## config.mk

```make
export PLATFORM = sky130hd
export DESIGN_NAME = arpr_front
export DESIGN_NICKNAME = d
export VERILOG_FILES = /design/src/rtl/assert_macros.svh /design/src/rtl/arpr_pkg.sv /design/src/rtl/arpr_front.sv
export SDC_FILE = /design/constraint.sdc
export NUM_CORES = 1
export LEC_CHECK = 0
export BUFFER_PORTS_ARGS = -buffer_cell sky130_fd_sc_hd__clkbuf_2
export CAP_MARGIN = 20
export CELL_PAD_IN_SITES_DETAIL_PLACEMENT = 0
export CELL_PAD_IN_SITES_GLOBAL_PLACEMENT = 1
export CORE_ASPECT_RATIO = 0.8
export CORE_UTILIZATION = 18
export DETAILED_ROUTE_END_ITERATION = 7
export PLACE_DENSITY = 0.9
export SLEW_MARGIN = 30
export SYNTH_ARGS = -nofsm -noshare
export SYNTH_HDL_FRONTEND = slang
export SYNTH_SLANG_ARGS = --single-unit
```

## constraint.sdc

```tcl
create_clock -name vclk -period 0.9
set_input_delay 0.09 -clock vclk [all_inputs]
set_output_delay 0.09 -clock vclk [all_outputs]
set_load 0.01 [all_outputs]
```

## src/rtl/assert_macros.svh

```systemverilog
// Assertion macros used by the top level of the playback resampler RTL.
`ifndef ASSERT_MACROS_SVH
`define ASSERT_MACROS_SVH

// Same-cycle implication, sampled on clk, held off during reset.
`define ARPR_ASSERT_IMPLY(label, ante, cons, msg) \
    label: assert property (@(posedge clk) disable iff (!rst_n) (ante) |-> (cons)) \
        else $error(msg);

// Next-cycle implication, sampled on clk, held off during reset.
`define ARPR_ASSERT_NEXT(label, ante, cons, msg) \
    label: assert property (@(posedge clk) disable iff (!rst_n) (ante) |=> (cons)) \
        else $error(msg);

`endif

```

## src/rtl/arpr_pkg.sv

```systemverilog
// Types and constants of the ring playback resampler.
package arpr_pkg;

    // Input op codes
    localparam logic [2:0] OP_WRITE = 3'd0;
    localparam logic [2:0] OP_TICK  = 3'd1;
    localparam logic [2:0] OP_PLAY  = 3'd2;
    localparam logic [2:0] OP_STOP  = 3'd3;
    localparam logic [2:0] OP_END   = 3'd4;

    // Sample formats
    localparam logic [1:0] FMT_8_MONO    = 2'd0;
    localparam logic [1:0] FMT_8_STEREO  = 2'd1;
    localparam logic [1:0] FMT_16_MONO   = 2'd2;
    localparam logic [1:0] FMT_16_STEREO = 2'd3;

    // Register map
    localparam int          ADDR_W     = 4;
    localparam logic [1:0]  REG_FORMAT = 2'd0;
    localparam logic [1:0]  REG_STEP   = 2'd1;
    localparam logic [1:0]  REG_VOLUME = 2'd2;
    localparam logic [1:0]  REG_PAN    = 2'd3;

    localparam logic [1:0]  RST_FORMAT = FMT_16_STEREO;
    localparam logic [17:0] RST_STEP   = 18'd65536;
    localparam logic [15:0] RST_VOLUME = 16'd32768;
    localparam logic [8:0]  RST_PAN    = 9'd0;

    localparam int GUARD_FRAMES = 16;
    localparam int PAN_UNITY    = 128;
    localparam int SCALE_SHIFT  = 14;
    localparam int OUT_W        = 25;

    // Command queue between front and back
    localparam int Q_DEPTH = 2;
    localparam int Q_AW    = 1;

    typedef enum logic [2:0] {
        CMD_WRITE,
        CMD_TICK,
        CMD_PLAY,
        CMD_STOP,
        CMD_END,
        CMD_NONE
    } cmd_kind_t;

    typedef struct packed {
        cmd_kind_t   kind;
        logic [31:0] frame;   // right in [31:16], left in [15:0]
    } cmd_t;

    typedef struct packed {
        logic        full;
        logic        empty;
    } q_stat_t;

    typedef struct packed {
        logic [1:0]        sample_format;
        logic [17:0]       rate_step;
        logic [15:0]       volume_gain;
        logic signed [8:0] pan_position;
    } cfg_t;

    typedef enum logic [1:0] {
        ST_IDLE,
        ST_MUL1,
        ST_MUL2,
        ST_FIN
    } state_t;

endpackage

```

## src/rtl/arpr_front.sv

```systemverilog
// Input side: accept beats, decode the op and format the frame for the queue.
module arpr_front
(
    input  logic               in_valid,
    output logic               in_ready,
    input  logic [2:0]         op,
    input  logic signed [15:0] sample_left,
    input  logic signed [15:0] sample_right,
    input  logic [1:0]         sample_format,
    input  arpr_pkg::q_stat_t  q_stat,
    output logic               push,
    output arpr_pkg::cmd_t     cmd
);

    logic [15:0] left_ext;
    logic [15:0] right_ext;
    logic [15:0] right_sel;

    assign in_ready = !q_stat.full;
    assign push     = in_valid && in_ready;

    // 8-bit formats take the low byte, sign-extended
    always_comb
    begin
        case (sample_format) inside
            arpr_pkg::FMT_8_MONO, arpr_pkg::FMT_8_STEREO:
            begin
                left_ext  = {{8{sample_left[7]}}, sample_left[7:0]};
                right_ext = {{8{sample_right[7]}}, sample_right[7:0]};
            end
            default:
            begin
                left_ext  = sample_left;
                right_ext = sample_right;
            end
        endcase
    end

    // Mono formats copy left into right
    always_comb
    begin
        case (sample_format) inside
            arpr_pkg::FMT_8_MONO, arpr_pkg::FMT_16_MONO: right_sel = left_ext;
            default:                                     right_sel = right_ext;
        endcase
    end

    always_comb
    begin
        cmd.frame = {right_sel, left_ext};
        unique case (op)
            arpr_pkg::OP_WRITE: cmd.kind = arpr_pkg::CMD_WRITE;
            arpr_pkg::OP_TICK:  cmd.kind = arpr_pkg::CMD_TICK;
            arpr_pkg::OP_PLAY:  cmd.kind = arpr_pkg::CMD_PLAY;
            arpr_pkg::OP_STOP:  cmd.kind = arpr_pkg::CMD_STOP;
            arpr_pkg::OP_END:   cmd.kind = arpr_pkg::CMD_END;
            default:            cmd.kind = arpr_pkg::CMD_NONE;
        endcase
    end

endmodule

```

==> summary.txt <==
Global routing
  • Congestion Overflow GR: 0
  • GRT Util Overall: between 10% and 20%
  • Initial antenna violation count: 0
  • Vias in the first global route: about 580
  • First-pass GRT wire length: between 2 and 3 mm
  • Largest net degree at the start of global routing: 16

Layout
  • Layout overhead on the synthesized area: 88.8%
  • Most frequent cells in the layout: clkbuf_2, mux2_2, mux4_2, buf_4
  • Nets: 153
  • Commonest non-fill, non-tap cell in the layout: clkbuf_2
  • Fin util: ~38%
  • Sequential cell count: 0
  • FF+latch area: 0 um2
  • Share of layout cells above drive strength 1: a little over nine tenths
  • Clock buffers: 0
  • Antenna Cells: 0

Placement
  • Post-DP HPWL: between 1 and 1.5 mm
  • RePlAce Congestion: 0.664
  • DP Worst Slack: -0.218 ns
  • PortBufs: 76

Outcome
  • Outcome: finished, violations left
  • Failing checks: negative setup slack

Die
  • # rows: 16
  • Ports: between 70 and 80
  • Initial Utilization: ~20%
  • Core Region: 0.00258 mm2
  • Die area: 0.00308 mm2
  • Die width: just over 60 um
  • DIE HEIGHT: ~50 um

Clocking
  • CTS Hold Bufs: 0

Critical path
  • Critical path type: primary input to output pin
  • Startpoint Class: primary input
  • Critical Path AT: 0.95 ns
  • Worst path required time: 0.81 ns
  • Crit Path Max Fanout: 5
  • CP endpoint kind: output pin

Routing
  • Met1 Wirelength: roughly 670 um
  • DR pass1 iterations: 3
  • ANT nets after route: 0
  • Routed wire length: roughly 1.6 mm
  • Via count: between 600 and 700
  • Iter 0 DRT Violations: 14
  • Wire length per cell: approximately 11 um
  • Met2 wire len: about 850 um
  • Vias per Instance: 4.10
  • DRC Markers: 0
  • Metal3 WL: between 90 and 100 um
  • Max layer used: met3

STA
  • RSZ-0062 raised after global routing: yes
  • Crit path time final: between 1 and 1.5 ns
  • Fin. max-slew vios: 0
  • Final setup fails: 15
  • Setup ws final: -0.145 ns
  • Fmax: between 0.9 and 1 GHz
  • Final Hold Vio Count: 0
  • Rel. slew slack: 89.4%
  • Fin crit share: 116%
  • Measured slew at the worst slew-check pin: approximately 0.16 ns

Pwr
  • Tot Pwr: between 500 and 600 uW
  • Flop pwr share: 0%
  • Pwr/cell area: 554 mW/mm2
  • Switching Share: 39.9%
  • Comb power frac: between 90% and 100%
  • VDD IR-drop max: between 0.0002 and 0.0003 V
  • Net load switching power: around 220 uW
  • Clock power share: 0%
  • Pleak: 0.000525 uW
  • Internal power: between 300 and 400 uW

Synthesis
  • Synthesized netlist cell count: 42
  • Post-synthesis sequential area ratio: 0%
  • Synth unique cells: 11
  • Synth Area per Inst: 12.3 um2
  • Yosys warnings: 0
  • Net Count, Synth: a little over 80
  • Mapped Area: ~520 um2

Hold path
  • Hold Crit Class: primary input to output pin

Run
  • # Max-Cap Violations: 0
-- final cells by class --
class	instances	area [um2]
inverters	1	3.75
repair buffers	83	544
well taps	36	45.0
fillers	279	1610
multi-input cells	27	380
-- synth_stat cells --
cell | count | area share, %
mux2_2 | 16 | 35
buf_4 | 8 | 12
mux4_1 | 6 | 31
buf_2 | 2 | 1.9
clkbuf_1 | 2 | 1.5
mux4_2 | 2 | 8.7
nor2b_1 | 2 | 2.4
a21o_1 | 1 | 1.5
buf_12 | 1 | 3.9
buf_6 | 1 | 2.2
inv_1 | 1 | 0.73
-- kinds of logic (layout without fill, tap and decap cells) --
logic type             count (synthesis)  after routing  share of synthesized area [%]
and+or+nand+nor                        2              2                           2.43
AOI/OAI and AO/OA                      1              1                           1.46
buffers and inverters                 15             84                           21.8
muxes                                 24             24                           74.3
-- path summary, 6_finish.rpt --
path	from	to	slack (ns)	depth (start not counted)
setup / recovery	sample_format[0]	cmd[25]	-0.14	4
hold / removal	sample_left[4]	cmd[4]	0.38	2
-- metal layers --
layer  global-route usage (%)  vias up
met5                        0        -
met4                        0        0
li1                         -      300
met3                        0        0
met1                     14.9      271
met2                     19.0       32
-- power groups by stage --
| stage | combinational [uW] | clock (uW) | sequential [uW] |
|---|---|---|---|
| final | 539 | 0 | 0 |
| after global placement | 471 | 0 | 0 |
| after global routing | 585 | 0 | 0 |
| after floorplan | 279 | 0 | 0 |
| after detailed placement | 480 | 0 | 0 |
| after CTS | 540 | 0 | 0 |
-- critical path, cell delays in order --
cell,delay [ns]
clkbuf_16,0.12
buf_12,0.11
mux4_2,0.50
buf_6,0.14
-- timing repair --
action	in CTS	in global routing
gates cloned	2	0
gates resized for setup	12	5
buffers inserted	0	0
setup endpoints to repair	20	20
-- through the flow --
stage / instance area, um2 / hold slack (ns) / std cells / TNS (ns)
after CTS: 967 / 0.382 / 147 / -1.74
after global routing: 973 / 0.385 / 147 / -2.15
final: 973 / 0.380 / 147 / -1.64
after global placement: 895 / 0.381 / 145 / -2.43
after floorplan: 527 / 0.224 / 42 / -0.0344
after detailed placement: 895 / 0.382 / 145 / -2.78
(Power assumes the default switching activity.)
