**config.mk**
```make
export PLATFORM = sky130hd
export DESIGN_NAME = arpr_queue
export DESIGN_NICKNAME = d
export VERILOG_FILES = /design/src/rtl/assert_macros.svh /design/src/rtl/arpr_pkg.sv /design/src/rtl/arpr_queue.sv
export SDC_FILE = /design/constraint.sdc
export NUM_CORES = 1
export LEC_CHECK = 0
export ABC_AREA = 0
export ABC_CLOCK_PERIOD_IN_PS = 3700
export BUFFER_PORTS_ARGS = -buffer_cell sky130_fd_sc_hd__buf_2
export CAP_MARGIN = 25
export CORE_ASPECT_RATIO = 0.7
export CORE_MARGIN = 4
export CORE_UTILIZATION = 52
export DETAILED_ROUTE_END_ITERATION = 10
export HOLD_SLACK_MARGIN = 0.15
export PLACE_DENSITY = 0.79
export SYNTH_ARGS = -nofsm -noshare
export SYNTH_HDL_FRONTEND = slang
export SYNTH_SLANG_ARGS = --single-unit
```
**constraint.sdc**
```tcl
create_clock -name clk -period 3.7 [get_ports clk]
set_clock_uncertainty 0.2 [all_clocks]
set_input_delay 0.74 -clock clk [delete_from_list [all_inputs] [get_ports clk]]
set_output_delay 0.74 -clock clk [all_outputs]
set_load 0.02 [all_outputs]
```
**src/rtl/assert_macros.svh**
```systemverilog
// Assertion macros used by the top level of the playback resampler RTL.
`ifndef ASSERT_MACROS_SVH
`define ASSERT_MACROS_SVH

// Same-cycle implication, sampled on clk, held off during reset.
`define ARPR_ASSERT_IMPLY(label, ante, cons, msg) \
    label: assert property (@(posedge clk) disable iff (!rst_n) (ante) |-> (cons)) \
        else $error(msg);

// Next-cycle implication, sampled on clk, held off during reset.
`define ARPR_ASSERT_NEXT(label, ante, cons, msg) \
    label: assert property (@(posedge clk) disable iff (!rst_n) (ante) |=> (cons)) \
        else $error(msg);

`endif

```
**src/rtl/arpr_pkg.sv**
```systemverilog
// Types and constants of the ring playback resampler.
package arpr_pkg;

    // Input op codes
    localparam logic [2:0] OP_WRITE = 3'd0;
    localparam logic [2:0] OP_TICK  = 3'd1;
    localparam logic [2:0] OP_PLAY  = 3'd2;
    localparam logic [2:0] OP_STOP  = 3'd3;
    localparam logic [2:0] OP_END   = 3'd4;

    // Sample formats
    localparam logic [1:0] FMT_8_MONO    = 2'd0;
    localparam logic [1:0] FMT_8_STEREO  = 2'd1;
    localparam logic [1:0] FMT_16_MONO   = 2'd2;
    localparam logic [1:0] FMT_16_STEREO = 2'd3;

    // Register map
    localparam int          ADDR_W     = 4;
    localparam logic [1:0]  REG_FORMAT = 2'd0;
    localparam logic [1:0]  REG_STEP   = 2'd1;
    localparam logic [1:0]  REG_VOLUME = 2'd2;
    localparam logic [1:0]  REG_PAN    = 2'd3;

    localparam logic [1:0]  RST_FORMAT = FMT_16_STEREO;
    localparam logic [17:0] RST_STEP   = 18'd65536;
    localparam logic [15:0] RST_VOLUME = 16'd32768;
    localparam logic [8:0]  RST_PAN    = 9'd0;

    localparam int GUARD_FRAMES = 16;
    localparam int PAN_UNITY    = 128;
    localparam int SCALE_SHIFT  = 14;
    localparam int OUT_W        = 25;

    // Command queue between front and back
    localparam int Q_DEPTH = 2;
    localparam int Q_AW    = 1;

    typedef enum logic [2:0] {
        CMD_WRITE,
        CMD_TICK,
        CMD_PLAY,
        CMD_STOP,
        CMD_END,
        CMD_NONE
    } cmd_kind_t;

    typedef struct packed {
        cmd_kind_t   kind;
        logic [31:0] frame;   // right in [31:16], left in [15:0]
    } cmd_t;

    typedef struct packed {
        logic        full;
        logic        empty;
    } q_stat_t;

    typedef struct packed {
        logic [1:0]        sample_format;
        logic [17:0]       rate_step;
        logic [15:0]       volume_gain;
        logic signed [8:0] pan_position;
    } cfg_t;

    typedef enum logic [1:0] {
        ST_IDLE,
        ST_MUL1,
        ST_MUL2,
        ST_FIN
    } state_t;

endpackage

```
**src/rtl/arpr_queue.sv**
```systemverilog
// Two-entry command queue between the front and back halves.
module arpr_queue
(
    input  logic              clk,
    input  logic              rst_n,
    input  logic              push,
    input  arpr_pkg::cmd_t    push_cmd,
    input  logic              pop,
    output arpr_pkg::cmd_t    head_cmd,
    output arpr_pkg::q_stat_t q_stat
);

    arpr_pkg::cmd_t              entry_reg [arpr_pkg::Q_DEPTH];
    logic [arpr_pkg::Q_AW-1:0]   wr_ptr_reg;
    logic [arpr_pkg::Q_AW-1:0]   wr_ptr_next;
    logic [arpr_pkg::Q_AW-1:0]   rd_ptr_reg;
    logic [arpr_pkg::Q_AW-1:0]   rd_ptr_next;
    logic [arpr_pkg::Q_AW:0]     count_reg;
    logic [arpr_pkg::Q_AW:0]     count_next;

    assign head_cmd     = entry_reg[rd_ptr_reg];
    assign q_stat.full  = (count_reg == (arpr_pkg::Q_AW+1)'(arpr_pkg::Q_DEPTH));
    assign q_stat.empty = (count_reg == '0);

    always_comb
    begin
        wr_ptr_next = wr_ptr_reg;
        rd_ptr_next = rd_ptr_reg;
        count_next  = count_reg;
        if (push)
        begin
            wr_ptr_next = wr_ptr_reg + 1'b1;
        end
        if (pop)
        begin
            rd_ptr_next = rd_ptr_reg + 1'b1;
        end
        if (push && !pop)
        begin
            count_next = count_reg + 1'b1;
        end
        else if (pop && !push)
        begin
            count_next = count_reg - 1'b1;
        end
    end

    always_ff @(posedge clk)
    begin
        if (push)
        begin
            entry_reg[wr_ptr_reg] <= push_cmd;
        end
    end

    always_ff @(posedge clk or negedge rst_n)
    begin
        if (!rst_n)
        begin
            wr_ptr_reg <= '0;
            rd_ptr_reg <= '0;
            count_reg  <= '0;
        end
        else
        begin
            wr_ptr_reg <= wr_ptr_next;
            rd_ptr_reg <= rd_ptr_next;
            count_reg  <= count_next;
        end
    end

endmodule

```
==> run_results.csv <==
group,metric,value,unit
placed_design,routabilityCongestion,0.7930,
global_route,antenna_found_initial,0,
floorplanning,pin_count,76,
synthesis,yosysMostFrequentCell,"edfxtp_1",
layout,largest_reg_flops,70,
synthesis,syn-num-nets,165,
layout,multi_input_area,594.3,µm²
setup_path,reg2regPathDepth,1,
synthesis,synth.yosys.seq_area_share,0.7692,
placed_design,place_area,3267,µm²
global_route,grt_max_degree,37,
floorplanning,die_x,96.69,µm
synthesis,ys_seq_elements,74,
min_path,hold_path_class,"register to register",
route,vias,1365,
layout,seq_area,2203,µm²
synthesis,synthDistinctLibCells,13,
setup_path,path_max_fanout,19,
synthesis,synth_top_family_by_area,"multiplexers",
timing,slew_violations,0,
clock_tree,cts.clk_slew.worst_paths,70,ps
route,final_antenna_net_count,0,
clock_tree,clkLatencyLatePin,330,ps
placed_design,numPortBuffers,75,
synthesis,netlist_instances,125,
layout,syn2layout_area_growth,21.63,%
setup_path,critPathCapture,"head_cmd[34]",
setup_path,r2r_slack,1860,ps
floorplanning,fp.dieH,70.08,µm
clock_tree,cts_tree,"done",
synthesis,yosysWarnings,0,
global_route,grt_pass1_vias,1398,
power,p_per_area,779.2,nW/µm²
clock_tree,cts.root.buffer_cell,"clkbuf_8",
synthesis,synth_mux_area_frac,0.1757,
floorplanning,num_rows,22,
route,drt_pass1_iterations,4,
synthesis,synth_common_cells,"edfxtp_1, mux2_4, mux2_2",
global_route,grt_use_total,0.1350,
synthesis,synth_top_area_cell,"edfxtp_1",
synthesis,avgSynthCellArea,22.90,µm²
synthesis,netlist_area,2863,µm²
synthesis,yosys.area_share.adder,0.004371,
route,routedWlPerCell,15.69,µm
synthesis,synth-compound-area-share,0,
layout,final_area,3482,µm²
power,p_sw_frac,0.3170,
floorplanning,die_area,6776,µm²
setup_path,timing.rr.end,"entry_reg[0][3]",
setup_path,cp-start-kind,"register",
floorplanning,start_util,0.5417,
power,ir_drop,0.0004006,V
layout,drive_gt1_frac,0.6028,
power,leakage,1.421,nW
timing,rsz0062_at_grt,"no",
global_route,grt-ovfl-total,0,
power,switchingPower,860.1,µW
power,clockPowerShare,0.213,
setup_path,cp.arrival,1850,ps
synthesis,synth-simple-area-share,0.009178,
timing,fin_tns_setup,0,ps
placed_design,dp.cells,268,
status,status,"finished clean",
timing,fin_crit_sh,0.7534,
synthesis,synth_edf_count,70,
layout,diodes,0,
timing,fmax,358.7,MHz
clock_tree,cts_inserted_buffers,9,
setup_path,end_kind,"output pin",
setup_path,setup.worst_path.start,"rd_ptr_reg",
layout,nets,249,
floorplanning,core,5285,µm²
placed_design,dp_hpwl,2.939,mm
route,drc,0,
setup_path,r2r-start,"wr_ptr_reg",
synthesis,synth_top_area_share,0.7343,
timing,fin_crit,2788,ps
power,p_total,2.713,mW
synthesis,yosys_most_used_dff,"edfxtp_1",
timing,worstMarginPinSlew,1006,ps
timing,setup_viol,0,
run,drv_cap,0,
route,drtIter0Drc,77,
synthesis,synth-xor-area-share,0.01530,
global_route,grt_pass1_wl,6.844,mm
setup_path,required,2760,ps
timing,timing.hold.ws,311.5,ps
layout,fillers,400,
power,pwr-share-seq,0.451,
clock_tree,cts.sinks,74,
timing,hold_viol,0,
timing,relSlewSlack,0.3277,
clock_tree,cts_htree_levels,3,
route,totalWireLength,4.487,mm
synthesis,synth_area_leaders,"edfxtp_1, mux2_4, dfrtp_1",
power,comb_power_share,0.337,
power,p_int,1.853,mW
setup_path,worstSetupPathType,"register to output pin",
synthesis,async_reset_ff_frac,0.05405,
layout,finalNonFillerCells,286,
clock_tree,cts_resized,0,
clock_tree,clockBufferDepth,2,
route,vias_per_cell,4.773,
==> worst max-delay path: stages (launching register included) <==
cell	delay [ps]
dfrtp_2	720
buf_12	260
mux2_2	360
buf_2	160
==> power by group through the flow <==
| stage | clock network [mW] | registers, mW | logic, mW |
|---|---|---|---|
| CTS | 0.591 | 1.28 | 0.864 |
| global placement | 0 | 1.28 | 0.853 |
| floorplan | 0 | 1.18 | 0.782 |
| finish | 0.577 | 1.22 | 0.913 |
| global route | 0.632 | 1.24 | 0.969 |
| detailed placement | 0 | 1.30 | 0.860 |
==> per-layer routing <==
| metal | share of wire | vias to the layer above | wire [µm] | global-route usage |
|---|---|---|---|---|
| met5 | 0 | - | 0 | 0 |
| met4 | 0.014 | 0 | 62 | 0.05140 |
| met3 | 0.087 | 7 | 389 | 0.06687 |
| met2 | 0.48 | 57 | 2168 | 0.2194 |
| met1 | 0.42 | 649 | 1865 | 0.1543 |
| li1 | - | 652 | - | - |
==> stage by stage <==
stage / worst slack, ps / utilization
finish: 912.3 / 0.6589
global route: 837.4 / 0.6589
CTS: 695.5 / 0.6551
floorplan: 752.9 / -
global placement: 1108 / 0.6181
detailed placement: 1066 / 0.6181
==> what timing repair did <==
action,4_1_cts,5_1_grt
hold endpoints to repair,4,0
buffers inserted,0,0
hold buffers,1,0
==> worst min-delay path by stage <==
stage | endpoint | cells past startpoint | slack, ps | from
finish | count_reg[1] | 1 | 310 | count_reg[1]
global placement | count_reg[1] | 1 | 280 | count_reg[1]
CTS | count_reg[1] | 1 | 310 | count_reg[1]
global route | count_reg[1] | 1 | 320 | count_reg[1]
detailed placement | count_reg[1] | 1 | 290 | count_reg[1]
floorplan | count_reg[0] | 0 | 240 | rst_n
==> placed cells by master (no fill, tap or decap), drive strengths merged <==
cell         instances
and2                 1
buf                 76
bufinv               1
clkbuf              10
clkinv               4
clkinvlp             1
dfrtp                4
dlygate4sd3          1
edfxtp              70
ha                   1
inv                  1
mux2                35
nor2                 2
nor2b                2
xnor2                1
xor2                 4
==> area by class of cell <==
cell class / count / share of cell area
clock inverters: 6 / 0.01653
clock buffers: 10 / 0.03665
well taps: 72 / 0.02587
flip-flops and latches: 74 / 0.6328
repair buffers: 77 / 0.1164
multi-input cells: 46 / 0.1707
inverters: 1 / 0.001078
==> logic make-up (layout without fill, tap and decap cells) <==
| family | after synthesis | in the layout |
|---|---|---|
| and+or+nand+nor | 5 | 5 |
| muxes | 35 | 35 |
| buffers and inverters | 5 | 94 |
| adders and majority gates | 1 | 1 |
| DFF | 74 | 74 |
| xor gates and xnor gates | 5 | 5 |
No activity file was read; power rests on OpenSTA's default activity.
