<file path="src/rtl/assert_macros.svh">
// Assertion macros used by the top level of the playback resampler RTL.
`ifndef ASSERT_MACROS_SVH
`define ASSERT_MACROS_SVH

// Same-cycle implication, sampled on clk, held off during reset.
`define ARPR_ASSERT_IMPLY(label, ante, cons, msg) \
    label: assert property (@(posedge clk) disable iff (!rst_n) (ante) |-> (cons)) \
        else $error(msg);

// Next-cycle implication, sampled on clk, held off during reset.
`define ARPR_ASSERT_NEXT(label, ante, cons, msg) \
    label: assert property (@(posedge clk) disable iff (!rst_n) (ante) |=> (cons)) \
        else $error(msg);

`endif

</file>
<file path="src/rtl/arpr_pkg.sv">
// Types and constants of the ring playback resampler.
package arpr_pkg;

    // Input op codes
    localparam logic [2:0] OP_WRITE = 3'd0;
    localparam logic [2:0] OP_TICK  = 3'd1;
    localparam logic [2:0] OP_PLAY  = 3'd2;
    localparam logic [2:0] OP_STOP  = 3'd3;
    localparam logic [2:0] OP_END   = 3'd4;

    // Sample formats
    localparam logic [1:0] FMT_8_MONO    = 2'd0;
    localparam logic [1:0] FMT_8_STEREO  = 2'd1;
    localparam logic [1:0] FMT_16_MONO   = 2'd2;
    localparam logic [1:0] FMT_16_STEREO = 2'd3;

    // Register map
    localparam int          ADDR_W     = 4;
    localparam logic [1:0]  REG_FORMAT = 2'd0;
    localparam logic [1:0]  REG_STEP   = 2'd1;
    localparam logic [1:0]  REG_VOLUME = 2'd2;
    localparam logic [1:0]  REG_PAN    = 2'd3;

    localparam logic [1:0]  RST_FORMAT = FMT_16_STEREO;
    localparam logic [17:0] RST_STEP   = 18'd65536;
    localparam logic [15:0] RST_VOLUME = 16'd32768;
    localparam logic [8:0]  RST_PAN    = 9'd0;

    localparam int GUARD_FRAMES = 16;
    localparam int PAN_UNITY    = 128;
    localparam int SCALE_SHIFT  = 14;
    localparam int OUT_W        = 25;

    // Command queue between front and back
    localparam int Q_DEPTH = 2;
    localparam int Q_AW    = 1;

    typedef enum logic [2:0] {
        CMD_WRITE,
        CMD_TICK,
        CMD_PLAY,
        CMD_STOP,
        CMD_END,
        CMD_NONE
    } cmd_kind_t;

    typedef struct packed {
        cmd_kind_t   kind;
        logic [31:0] frame;   // right in [31:16], left in [15:0]
    } cmd_t;

    typedef struct packed {
        logic        full;
        logic        empty;
    } q_stat_t;

    typedef struct packed {
        logic [1:0]        sample_format;
        logic [17:0]       rate_step;
        logic [15:0]       volume_gain;
        logic signed [8:0] pan_position;
    } cfg_t;

    typedef enum logic [1:0] {
        ST_IDLE,
        ST_MUL1,
        ST_MUL2,
        ST_FIN
    } state_t;

endpackage

</file>
<file path="src/rtl/arpr_regs.sv">
// APB configuration registers of the playback resampler.
module arpr_regs
(
    input  logic                      clk,
    input  logic                      rst_n,
    input  logic                      psel,
    input  logic                      penable,
    input  logic                      pwrite,
    input  logic [arpr_pkg::ADDR_W-1:0] paddr,
    input  logic [31:0]               pwdata,
    output logic [31:0]               prdata,
    output logic                      pready,
    output arpr_pkg::cfg_t            cfg
);

    arpr_pkg::cfg_t cfg_reg;
    arpr_pkg::cfg_t cfg_next;
    logic [1:0]     reg_index;
    logic           wr_en;

    assign pready    = 1'b1;
    assign reg_index = paddr[3:2];
    assign wr_en     = psel && penable && pwrite;
    assign cfg       = cfg_reg;

    always_comb
    begin
        cfg_next = cfg_reg;
        if (wr_en)
        begin
            unique case (reg_index)
                arpr_pkg::REG_FORMAT: cfg_next.sample_format = pwdata[1:0];
                arpr_pkg::REG_STEP:   cfg_next.rate_step     = pwdata[17:0];
                arpr_pkg::REG_VOLUME: cfg_next.volume_gain   = pwdata[15:0];
                arpr_pkg::REG_PAN:    cfg_next.pan_position  = $signed(pwdata[8:0]);
                default:              cfg_next = cfg_reg;
            endcase
        end
    end

    always_comb
    begin
        unique case (reg_index)
            arpr_pkg::REG_FORMAT: prdata = {30'd0, cfg_reg.sample_format};
            arpr_pkg::REG_STEP:   prdata = {14'd0, cfg_reg.rate_step};
            arpr_pkg::REG_VOLUME: prdata = {16'd0, cfg_reg.volume_gain};
            arpr_pkg::REG_PAN:    prdata = {{23{cfg_reg.pan_position[8]}},
                                            cfg_reg.pan_position};
            default:              prdata = 32'd0;
        endcase
    end

    always_ff @(posedge clk or negedge rst_n)
    begin
        if (!rst_n)
        begin
            cfg_reg.sample_format <= arpr_pkg::RST_FORMAT;
            cfg_reg.rate_step     <= arpr_pkg::RST_STEP;
            cfg_reg.volume_gain   <= arpr_pkg::RST_VOLUME;
            cfg_reg.pan_position  <= $signed(arpr_pkg::RST_PAN);
        end
        else
        begin
            cfg_reg <= cfg_next;
        end
    end

endmodule

</file>
<file path="config.mk">
export PLATFORM = sky130hd
export DESIGN_NAME = arpr_regs
export DESIGN_NICKNAME = d
export VERILOG_FILES = /design/src/rtl/assert_macros.svh /design/src/rtl/arpr_pkg.sv /design/src/rtl/arpr_regs.sv
export SDC_FILE = /design/constraint.sdc
export NUM_CORES = 1
export LEC_CHECK = 0
export ABC_AREA = 0
export BUFFER_PORTS_ARGS = -buffer_cell sky130_fd_sc_hd__buf_4
export CAP_MARGIN = 5
export CORE_UTILIZATION = 45
export CTS_CLUSTER_SIZE = 30
export DETAILED_ROUTE_END_ITERATION = 8
export PLACE_DENSITY = 0.8
export SLEW_MARGIN = 20
export SYNTH_ARGS = -nofsm -noshare
export SYNTH_HDL_FRONTEND = slang
export SYNTH_SLANG_ARGS = --single-unit
export TNS_END_PERCENT = 5
</file>
<file path="constraint.sdc">
create_clock -name clk -period 1.6 [get_ports clk]
set_input_delay 0.16 -clock clk [delete_from_list [all_inputs] [get_ports clk]]
set_output_delay 0.16 -clock clk [all_outputs]
set_load 0.03 [all_outputs]
</file>
==> impl_metrics.py, run 1 <==
metrics = {
    "run_status": {
        "status": "finished clean",
    },
    "floorplan": {
        "pin_count": 119,
        "die_y_um": 73.4,
        "rows": 25,
        "core_mm2": 0.00482,
        "die_area_mm2": 0.00538,
        "die_x_um": 73.4,
        "start_util": 0.476,
    },
    "layout": {
        "diodes": 0,
        "layout-drive-gt1-share": 0.676,
        "fin_nets": 296,
        "syn_to_final_growth_pct": 33.7,
        "largest_reg_flops": 45,
    },
    "synthesis": {
        "yosys.area.top_type": "dfrtp_1",
        "syn_inst": 166,
        "synth_edf_count": 0,
        "yosys.cell_types.count": 24,
        "avgSynthCellArea_um2": 13.8,
        "async_reset_ff_frac": 1.00,
        "synthSimpleGateAreaFrac": 0.0415,
        "synth_fa_ha_area_frac": 0,
        "synth.area.top_cells": "dfrtp_1 (45%), mux2_2 (20%), mux2_4 (6.6%)",
        "ys_ff_latch": 45,
        "synth_top_area_share": 0.448,
        "yosys.area_share.xor_xnor": 0,
        "synthesis.nets": 207,
        "yosysSeqAreaShare": 0.493,
        "muxShareOfSynthArea": 0.287,
        "synth_top_family_by_area": "multiplexers",
        "synth_flop_cell": "dfrtp_1",
        "yosys-top-cells-count": "dfrtp_1 (41), mux2_2 (41), buf_4 (17)",
        "synth_compound_area_frac": 0.0775,
        "syn_area_mm2": 0.00229,
        "yosys_warnings": 0,
    },
    "clock_tree": {
        "numClockSinks": 45,
        "cts_buffers": 5,
        "insertion_delay_ns": 0.28,
        "cts_setup_buffers": 0,
        "cts_tree": "done",
        "clkSlewWorstSetupHoldPaths_ns": 0.08,
        "cts-root-buf": "clkbuf_8",
        "htreeDepth": 2,
        "cts_buffer_depth": 2,
    },
    "drt": {
        "vias": 1620,
        "postRouteAntennaNets": 0,
        "via_per_inst": 5.02,
        "drt_first_iter_violations": 63,
        "drt_wl_total_mm": 5.14,
        "wl_per_cell_um": 15.9,
        "dr.pass1.iters": 4,
        "drc": 0,
    },
    "global_route": {
        "antenna_found_initial": 0,
        "grt_usage": 0.198,
        "grt_max_degree": 46,
        "grt_pass1_vias": 1634,
        "grt_overflow_total": 0,
        "grt_first_pass_wirelength_mm": 7.95,
    },
    "hold_path": {
        "hold_start": "pwdata[17]",
        "min_path_cells": 2,
        "hold_class": "in2reg",
        "hold_end": "cfg[42]$_DFFE_PN0P_",
    },
    "pwr": {
        "pwr_density_cell_mw_per_mm2": 1400,
        "ir_drop_mv": 0.760,
        "leakage_uw": 0.00154,
    },
    "timing": {
        "setup_tns_ns": 0,
        "worst_pin_slew_ns": 0.557,
        "hold_viol_final": 0,
        "whs_ns": 0.101,
        "rsz0062_at_grt": "no",
        "fmax_mhz": 656,
        "period_share": 0.952,
        "setup-violations-final": 0,
        "slew_viol_final": 0,
        "fin_skew_ns": 0,
        "maxSlewHeadroom": 0.628,
        "min_period_ns": 1.52,
    },
    "placed_design": {
        "gp_congestion": 0.750,
        "portBuffers": 101,
        "dp_hpwl_mm": 3.63,
    },
    "setup_path": {
        "arrival_ns": 1.36,
        "rr_endpoint": "cfg[8]$_DFFE_PN0P_",
        "start_kind": "flip-flop",
        "cp_max_fo": 3,
        "worst_setup_path_end_kind": "primary output",
        "r2r_slack_ns": 0.76,
        "cp_data_required_time_ns": 1.44,
        "criticalPathCategory": "reg2out",
        "crit_start": "cfg[15]$_DFFE_PN0P_",
        "reg2reg_depth": 1,
        "r2r_start": "cfg[8]$_DFFE_PN0P_",
    },
    "flow_run": {
        "maxCapViolCount": 0,
    },
}
[cells by family (layout without fill, tap and decap cells)]
| family | count (synthesis) | after routing |
|---|---|---|
| multiplexers | 53 | 53 |
| flip-flops | 45 | 45 |
| buffers and inverters | 32 | 122 |
| AO/OA/AOI/OAI | 24 | 24 |
| AND/OR/NAND/NOR | 11 | 11 |
| other | 1 | 1 |
[power breakdown]
| group | internal [uW] | switching [uW] | leakage [uW] |
|---|---|---|---|
| registers | 1420 | 216 | 0.000545 |
| logic | 862 | 1140 | 0.000960 |
| clock network | 310 | 342 | 0.0000395 |
| total | 2590 | 1700 | 0.00154 |
[layout make-up]
cell class | instances | area, um^2
fill | 413 | 1750
sequential | 45 | 1130
clock buffer | 8 | 80.1
tap | 67 | 83.8
multi-input combinational | 89 | 942
inverter | 8 | 30.0
timing repair buffer | 106 | 798
[per-layer routing]
layer	vias up	track usage	wire, um
li1	755	-	-
met4	0	0.0641	25
met3	2	0.0357	292
met5	-	0	0
met1	803	0.253	2270
met2	60	0.342	2550
[per-stage QoR]
| step | total power [uW] | cell area (um^2) | cells | worst slack (ns) | utilization |
|---|---|---|---|---|---|
| 2_1_floorplan | 2920 | 2290 | 166 | 0.00849 | - |
| 3_3_place_gp | 3620 | 2970 | 314 | 0.224 | 0.616 |
| 3_5_place_dp | 3670 | 2970 | 314 | 0.214 | 0.616 |
| 4_1_cts | 4340 | 3060 | 323 | 0.0175 | 0.635 |
| 5_1_grt | 4510 | 3070 | 323 | 0.0149 | 0.636 |
| 6_report | 4300 | 3070 | 323 | 0.0764 | 0.636 |
[placed cells by master, fill, tap and decap left out, drive strengths merged]
| master | count |
|---|---|
| a21boi | 2 |
| dlygate4sd3 | 1 |
| dfstp | 4 |
| o21ai | 8 |
| clkbuf | 8 |
| and3b | 1 |
| mux4 | 2 |
| nand3b | 1 |
| nor3b | 1 |
| dfrtp | 41 |
| and3 | 2 |
| nand2 | 2 |
| nand3 | 1 |
| nor2b | 1 |
| nand2b | 2 |
| inv | 8 |
| conb | 1 |
| mux2 | 51 |
| buf | 105 |
| a22o | 14 |
[critical path, stage by stage, from the launching register on]
cell and delay (ns):
dfrtp_1 0.42, mux2_2 0.27, a22o_1 0.23, buf_4 0.16
[how the worst max path moves through the flow]
stage            endpoint  slack [ns]  cells after the start
2_1_floorplan  prdata[19]       0.008                      5
3_3_place_gp    prdata[6]        0.22                      4
3_5_place_dp    prdata[6]        0.21                      4
4_1_cts        prdata[23]        0.02                      2
5_1_grt        prdata[14]        0.01                      4
6_report        prdata[6]        0.08                      3
[repair_timing]
| item | CTS | global route |
|---|---|---|
| cloned | 0 | 0 |
| hold buffers | 1 | 0 |
| setup endpoints to repair | 8 | 21 |
| resized for setup | 1 | 3 |
| endpoints found under the hold margin | 41 | 0 |
No activity file was read; power rests on OpenSTA's default activity.
==> inputs of run 2 (changes only) <==
--- a/constraint.sdc
+++ b/constraint.sdc
@@ -3,2 +3,2 @@
 set_output_delay 0.16 -clock clk [all_outputs]
-set_load 0.03 [all_outputs]
+set_load 0.02 [all_outputs]
==> impl_metrics.py, run 2 (synthesis gave the netlist of run 1 again) <==
metrics = {
    "run_status": {
        "status": "finished clean",
    },
    "layout": {
        "layout-drive-gt1-share": 0.677,
        "diodes": 0,
        "final_area_mm2": 0.00309,
        "final_common_cell": "buf_4",
        "fin_nets": 297,
        "final_cell_mix": "buf_4 (105), mux2_2 (41), dfrtp_1 (41)",
        "utilization": 0.641,
        "fin_cells": 324,
        "syn_to_final_growth_pct": 34.6,
        "largest_reg_flops": 45,
    },
    "timing": {
        "setup_tns_ns": 0,
        "slew_viol_final": 0,
        "period_share": 0.941,
        "worst_pin_slew_ns": 0.563,
        "fmax_mhz": 664,
        "maxSlewHeadroom": 0.624,
        "hold_viol_final": 0,
        "setup-violations-final": 0,
        "min_period_ns": 1.51,
        "fin_skew_ns": 0,
        "rsz0062_at_grt": "no",
    },
    "setup_path": {
        "path_buf_inv": 1,
        "crit_family": "flip-flops",
        "arrival_ns": 1.35,
        "crit_start": "cfg[15]$_DFFE_PN0P_",
        "start_kind": "flip-flop",
        "critPathSlowestCell": "dfrtp_1",
        "max_stage_delay_ns": 0.41,
        "r2r_start": "cfg[8]$_DFFE_PN0P_",
        "cp_max_fo": 3,
        "cp_cell_sequence": "mux2_2 -> a22o_1 -> buf_4",
        "worst_setup_path_end_kind": "primary output",
        "cp_data_required_time_ns": 1.44,
        "criticalPathCategory": "reg2out",
    },
    "floorplan": {
        "die_y_um": 73.4,
        "core_mm2": 0.00482,
        "die_x_um": 73.4,
        "rows": 25,
        "die_area_mm2": 0.00538,
        "start_util": 0.476,
        "pin_count": 119,
    },
    "clock_tree": {
        "htreeDepth": 2,
        "cts_buffer_depth": 2,
        "cts_setup_buffers": 0,
        "clkSlewWorstSetupHoldPaths_ns": 0.08,
        "cts-root-buf": "clkbuf_8",
        "cts_buffers": 5,
        "cts_tree": "done",
        "insertion_delay_ns": 0.29,
        "numClockSinks": 45,
    },
    "drt": {
        "drt_wl_total_mm": 5.20,
        "drt_first_iter_violations": 134,
        "drc": 0,
        "via_per_inst": 5.12,
        "vias": 1660,
        "wl_per_cell_um": 16.1,
        "postRouteAntennaNets": 0,
        "dr.pass1.iters": 4,
    },
    "pwr": {
        "leakage_uw": 0.00155,
        "power_frac_seq": 0.410,
        "clkPwrFrac": 0.165,
        "internal-power_uw": 2590,
        "ir_drop_mv": 0.748,
        "pwr_density_cell_mw_per_mm2": 1300,
        "swShare": 0.353,
        "power_switching_uw": 1420,
        "comb_power_share": 0.425,
    },
    "placed_design": {
        "gp_congestion": 0.721,
        "placed_cells": 315,
        "dp_hpwl_mm": 3.60,
        "portBuffers": 101,
        "place_area_mm2": 0.00299,
    },
    "flow_run": {
        "maxCapViolCount": 0,
    },
    "global_route": {
        "antenna_found_initial": 0,
        "grt_usage": 0.199,
        "grt_max_degree": 46,
        "grt_first_pass_wirelength_mm": 7.92,
        "grt_pass1_vias": 1604,
        "grt_overflow_total": 0,
    },
    "hold_path": {
        "hold_class": "in2reg",
        "hold_start": "pwdata[17]",
    },
}
==> run 2: power by group through the flow <==
stage	clock network, uW	registers [uW]	logic, uW
floorplan	0	1950	678
global placement	0	1640	1680
detailed placement	0	1660	1710
CTS	680	1640	1720
global route	737	1680	1810
finish	660	1640	1700
==> run 2: stage by stage <==
step,hold WS [ns],worst slack (ns),total power [uW]
after floorplan,-0.136,0.108,2630
after global placement,0.189,0.226,3320
after detailed placement,0.191,0.224,3370
after CTS,0.0927,0.0333,4040
after global routing,0.0841,0.0246,4230
final,0.0989,0.0945,4000
==> run 2: cell type report <==
cell class	count	area [um^2]
clock buffer	8	80.1
tap	67	83.8
multi-input combinational	89	942
fill	414	1730
sequential	45	1130
inverter	8	30.0
timing repair buffer	107	818
==> run 2: final timing paths <==
check	cells after the start	end	slack, ns
worst max-delay path	3	prdata[6]	0.09
worst min-delay path	2	cfg[42]$_DFFE_PN0P_	0.1
worst max register to register	1	cfg[8]$_DFFE_PN0P_	0.75
worst min register to register	1	cfg[6]$_DFFE_PN0P_	0.53
max in group asynchronous	2	cfg[12]$_DFFE_PN0P_	0.81
min in group asynchronous	2	cfg[26]$_DFFE_PN0P_	0.40
==> run 2: layer usage <==
metal  GRT usage  share of wire  routed length (um)
met1       0.244           0.42                2180
met2       0.342           0.50                2600
met3      0.0453          0.070                 362
met4      0.0791          0.010                  54
met5           0              0                   0
==> run 2: repair_timing <==
| item | in CTS | in global routing |
|---|---|---|
| resized for setup | 1 | 2 |
| hold endpoints to repair | 41 | 0 |
| endpoints found under the setup margin | 8 | 21 |
| hold buffers | 1 | 0 |
==> inputs of run 3 (changes only) <==
CORE_MARGIN = 3   (was unset)
SETUP_SLACK_MARGIN = 0.3   (was unset)
==> impl_metrics.py, run 3 (synthesis gave the netlist of run 1 again) <==
metrics = {
    "clock_tree": {
        "clkSlewWorstSetupHoldPaths_ns": 0.08,
        "htreeDepth": 2,
        "cts_buffers": 5,
        "numClockSinks": 45,
        "cts-root-buf": "clkbuf_8",
        "insertion_delay_ns": 0.28,
        "cts_buffer_depth": 2,
        "cts_tree": "done",
    },
    "timing": {
        "fmax_mhz": 684,
        "min_period_ns": 1.46,
        "rsz0062_at_grt": "yes",
        "maxSlewHeadroom": 0.630,
        "whs_ns": 0.113,
        "worst_pin_slew_ns": 0.555,
        "hold_viol_final": 0,
        "period_share": 0.913,
        "setup_tns_ns": 0,
        "slew_viol_final": 0,
        "setup_slack_ns": 0.139,
        "fin_skew_ns": 0,
        "setup-violations-final": 0,
    },
    "setup_path": {
        "r2r_start": "cfg[15]$_DFFE_PN0P_",
        "r2r_slack_ns": 0.48,
        "cp_data_required_time_ns": 1.44,
        "critPathSlowestCell": "dfrtp_1",
        "reg2reg_depth": 4,
        "start_kind": "flip-flop",
        "arrival_ns": 1.30,
        "cp_max_fo": 3,
        "rr_endpoint": "cfg[15]$_DFFE_PN0P_",
        "max_stage_delay_ns": 0.40,
        "path_buf_inv": 1,
        "crit_family": "flip-flops",
        "worst_setup_path_end_kind": "primary output",
        "cp_cell_sequence": "mux2_2 -> a22o_1 -> buf_4",
        "criticalPathCategory": "reg2out",
    },
    "floorplan": {
        "rows": 25,
        "start_util": 0.476,
        "pin_count": 119,
        "core_mm2": 0.00482,
        "die_x_um": 77.4,
        "die_area_mm2": 0.00599,
        "die_y_um": 77.4,
    },
    "pwr": {
        "internal-power_uw": 2720,
        "pwr_density_cell_mw_per_mm2": 1300,
        "power_switching_uw": 1430,
        "power_uw": 4150,
        "swShare": 0.344,
        "comb_power_share": 0.446,
        "ir_drop_mv": 0.802,
        "clkPwrFrac": 0.163,
        "leakage_uw": 0.00161,
        "power_frac_seq": 0.392,
    },
    "global_route": {
        "antenna_found_initial": 0,
        "grt_pass1_vias": 1657,
        "grt_max_degree": 46,
        "grt_busiest_layer": "met2",
        "met1_usage": 0.228,
        "grt_usage": 0.180,
        "grt_first_pass_wirelength_mm": 8.59,
        "use_met3": 0.0429,
        "grt_overflow_total": 0,
        "met2_usage": 0.313,
    },
    "hold_path": {
        "hold_end": "cfg[18]$_DFFE_PN0P_",
        "min_path_cells": 2,
        "hold_class": "in2reg",
        "hold_start": "pwdata[9]",
    },
    "layout": {
        "final_cell_mix": "buf_4 (115), mux2_2 (41), dfrtp_1 (40)",
        "layout-drive-gt1-share": 0.701,
        "fill_cells": 418,
        "fin_nets": 309,
        "syn_to_final_growth_pct": 39.0,
        "diodes": 0,
        "utilization": 0.661,
        "final_common_cell": "buf_4",
        "largest_reg_flops": 45,
    },
    "drt": {
        "vias": 1659,
        "drt_wl_total_mm": 5.39,
        "drt_first_iter_violations": 25,
        "postRouteAntennaNets": 0,
        "via_per_inst": 4.95,
        "dr.pass1.iters": 4,
        "wl_per_cell_um": 16.1,
        "drc": 0,
    },
    "placed_design": {
        "dp_hpwl_mm": 3.71,
        "portBuffers": 101,
        "gp_congestion": 0.697,
        "post-place-ws_ns": 0.224,
    },
    "run_status": {
        "status": "finished clean",
    },
    "flow_run": {
        "maxCapViolCount": 0,
    },
}
[run 3: cell count changes in the layout (fill, tap and decap cells not counted), sizes merged]
cell / previous run / this run
buf: 106 / 118
clkbuf: 8 / 7
[run 3: worst max-delay path by stage]
stage / start / endpoint / slack (ns) / depth (start not counted)
final: cfg[12]$_DFFE_PN0P_ / prdata[3] / 0.14 / 3
after global routing: cfg[3]$_DFFE_PN0P_ / prdata[3] / 0.08 / 3
after floorplan: cfg[41]$_DFFE_PN1P_ / prdata[16] / 0.29 / 2
after detailed placement: paddr[2] / prdata[6] / 0.22 / 4
after CTS: cfg[1]$_DFFE_PN0P_ / prdata[1] / 0.13 / 2
after global placement: paddr[2] / prdata[6] / 0.23 / 4
[run 3: worst reg2reg max path: cells and delay by family, from the launching register on]
kind	cells	cell delay, ns
mux	1	0.25
flops	1	0.38
buf+inv	3	0.38
[run 3: per-stage QoR]
| stage | area (um^2) | cells |
|---|---|---|
| final | 3190 | 335 |
| after global routing | 3190 | 335 |
| after CTS | 3160 | 332 |
| after detailed placement | 2980 | 315 |
| after global placement | 2980 | 315 |
| after floorplan | 2300 | 166 |
[run 3: metal layers]
layer | vias to the layer above | wire length (um) | part of all wire
li1 | 778 | - | -
met1 | 827 | 2290 | 0.43
met2 | 49 | 2780 | 0.51
met3 | 5 | 289 | 0.054
met4 | 0 | 34 | 0.0063
met5 | - | 0 | 0
[run 3: layout make-up]
class                      count  area (um^2)  area share
sequential                    45         1130       0.355
multi-input combinational     89          946       0.297
timing repair buffer         119          907       0.285
clock buffer                   7         86.3      0.0271
tap                           67         83.8      0.0263
inverter                       8         30.0     0.00943
[run 3: what timing repair did]
item,4_1_cts,5_1_grt
resized for setup,5,5
endpoints found under the setup margin,32,33
setup buffers,9,3
hold buffers,1,0
hold endpoints to repair,41,0
[run 3: power groups by stage]
| stage | clock network [uW] | registers [uW] | logic (uW) |
|---|---|---|---|
| floorplan | 0 | 1950 | 680 |
| global placement | 0 | 1650 | 1690 |
| detailed placement | 0 | 1660 | 1720 |
| global route | 749 | 1660 | 1960 |
| finish | 676 | 1620 | 1850 |
| CTS | 707 | 1630 | 1830 |
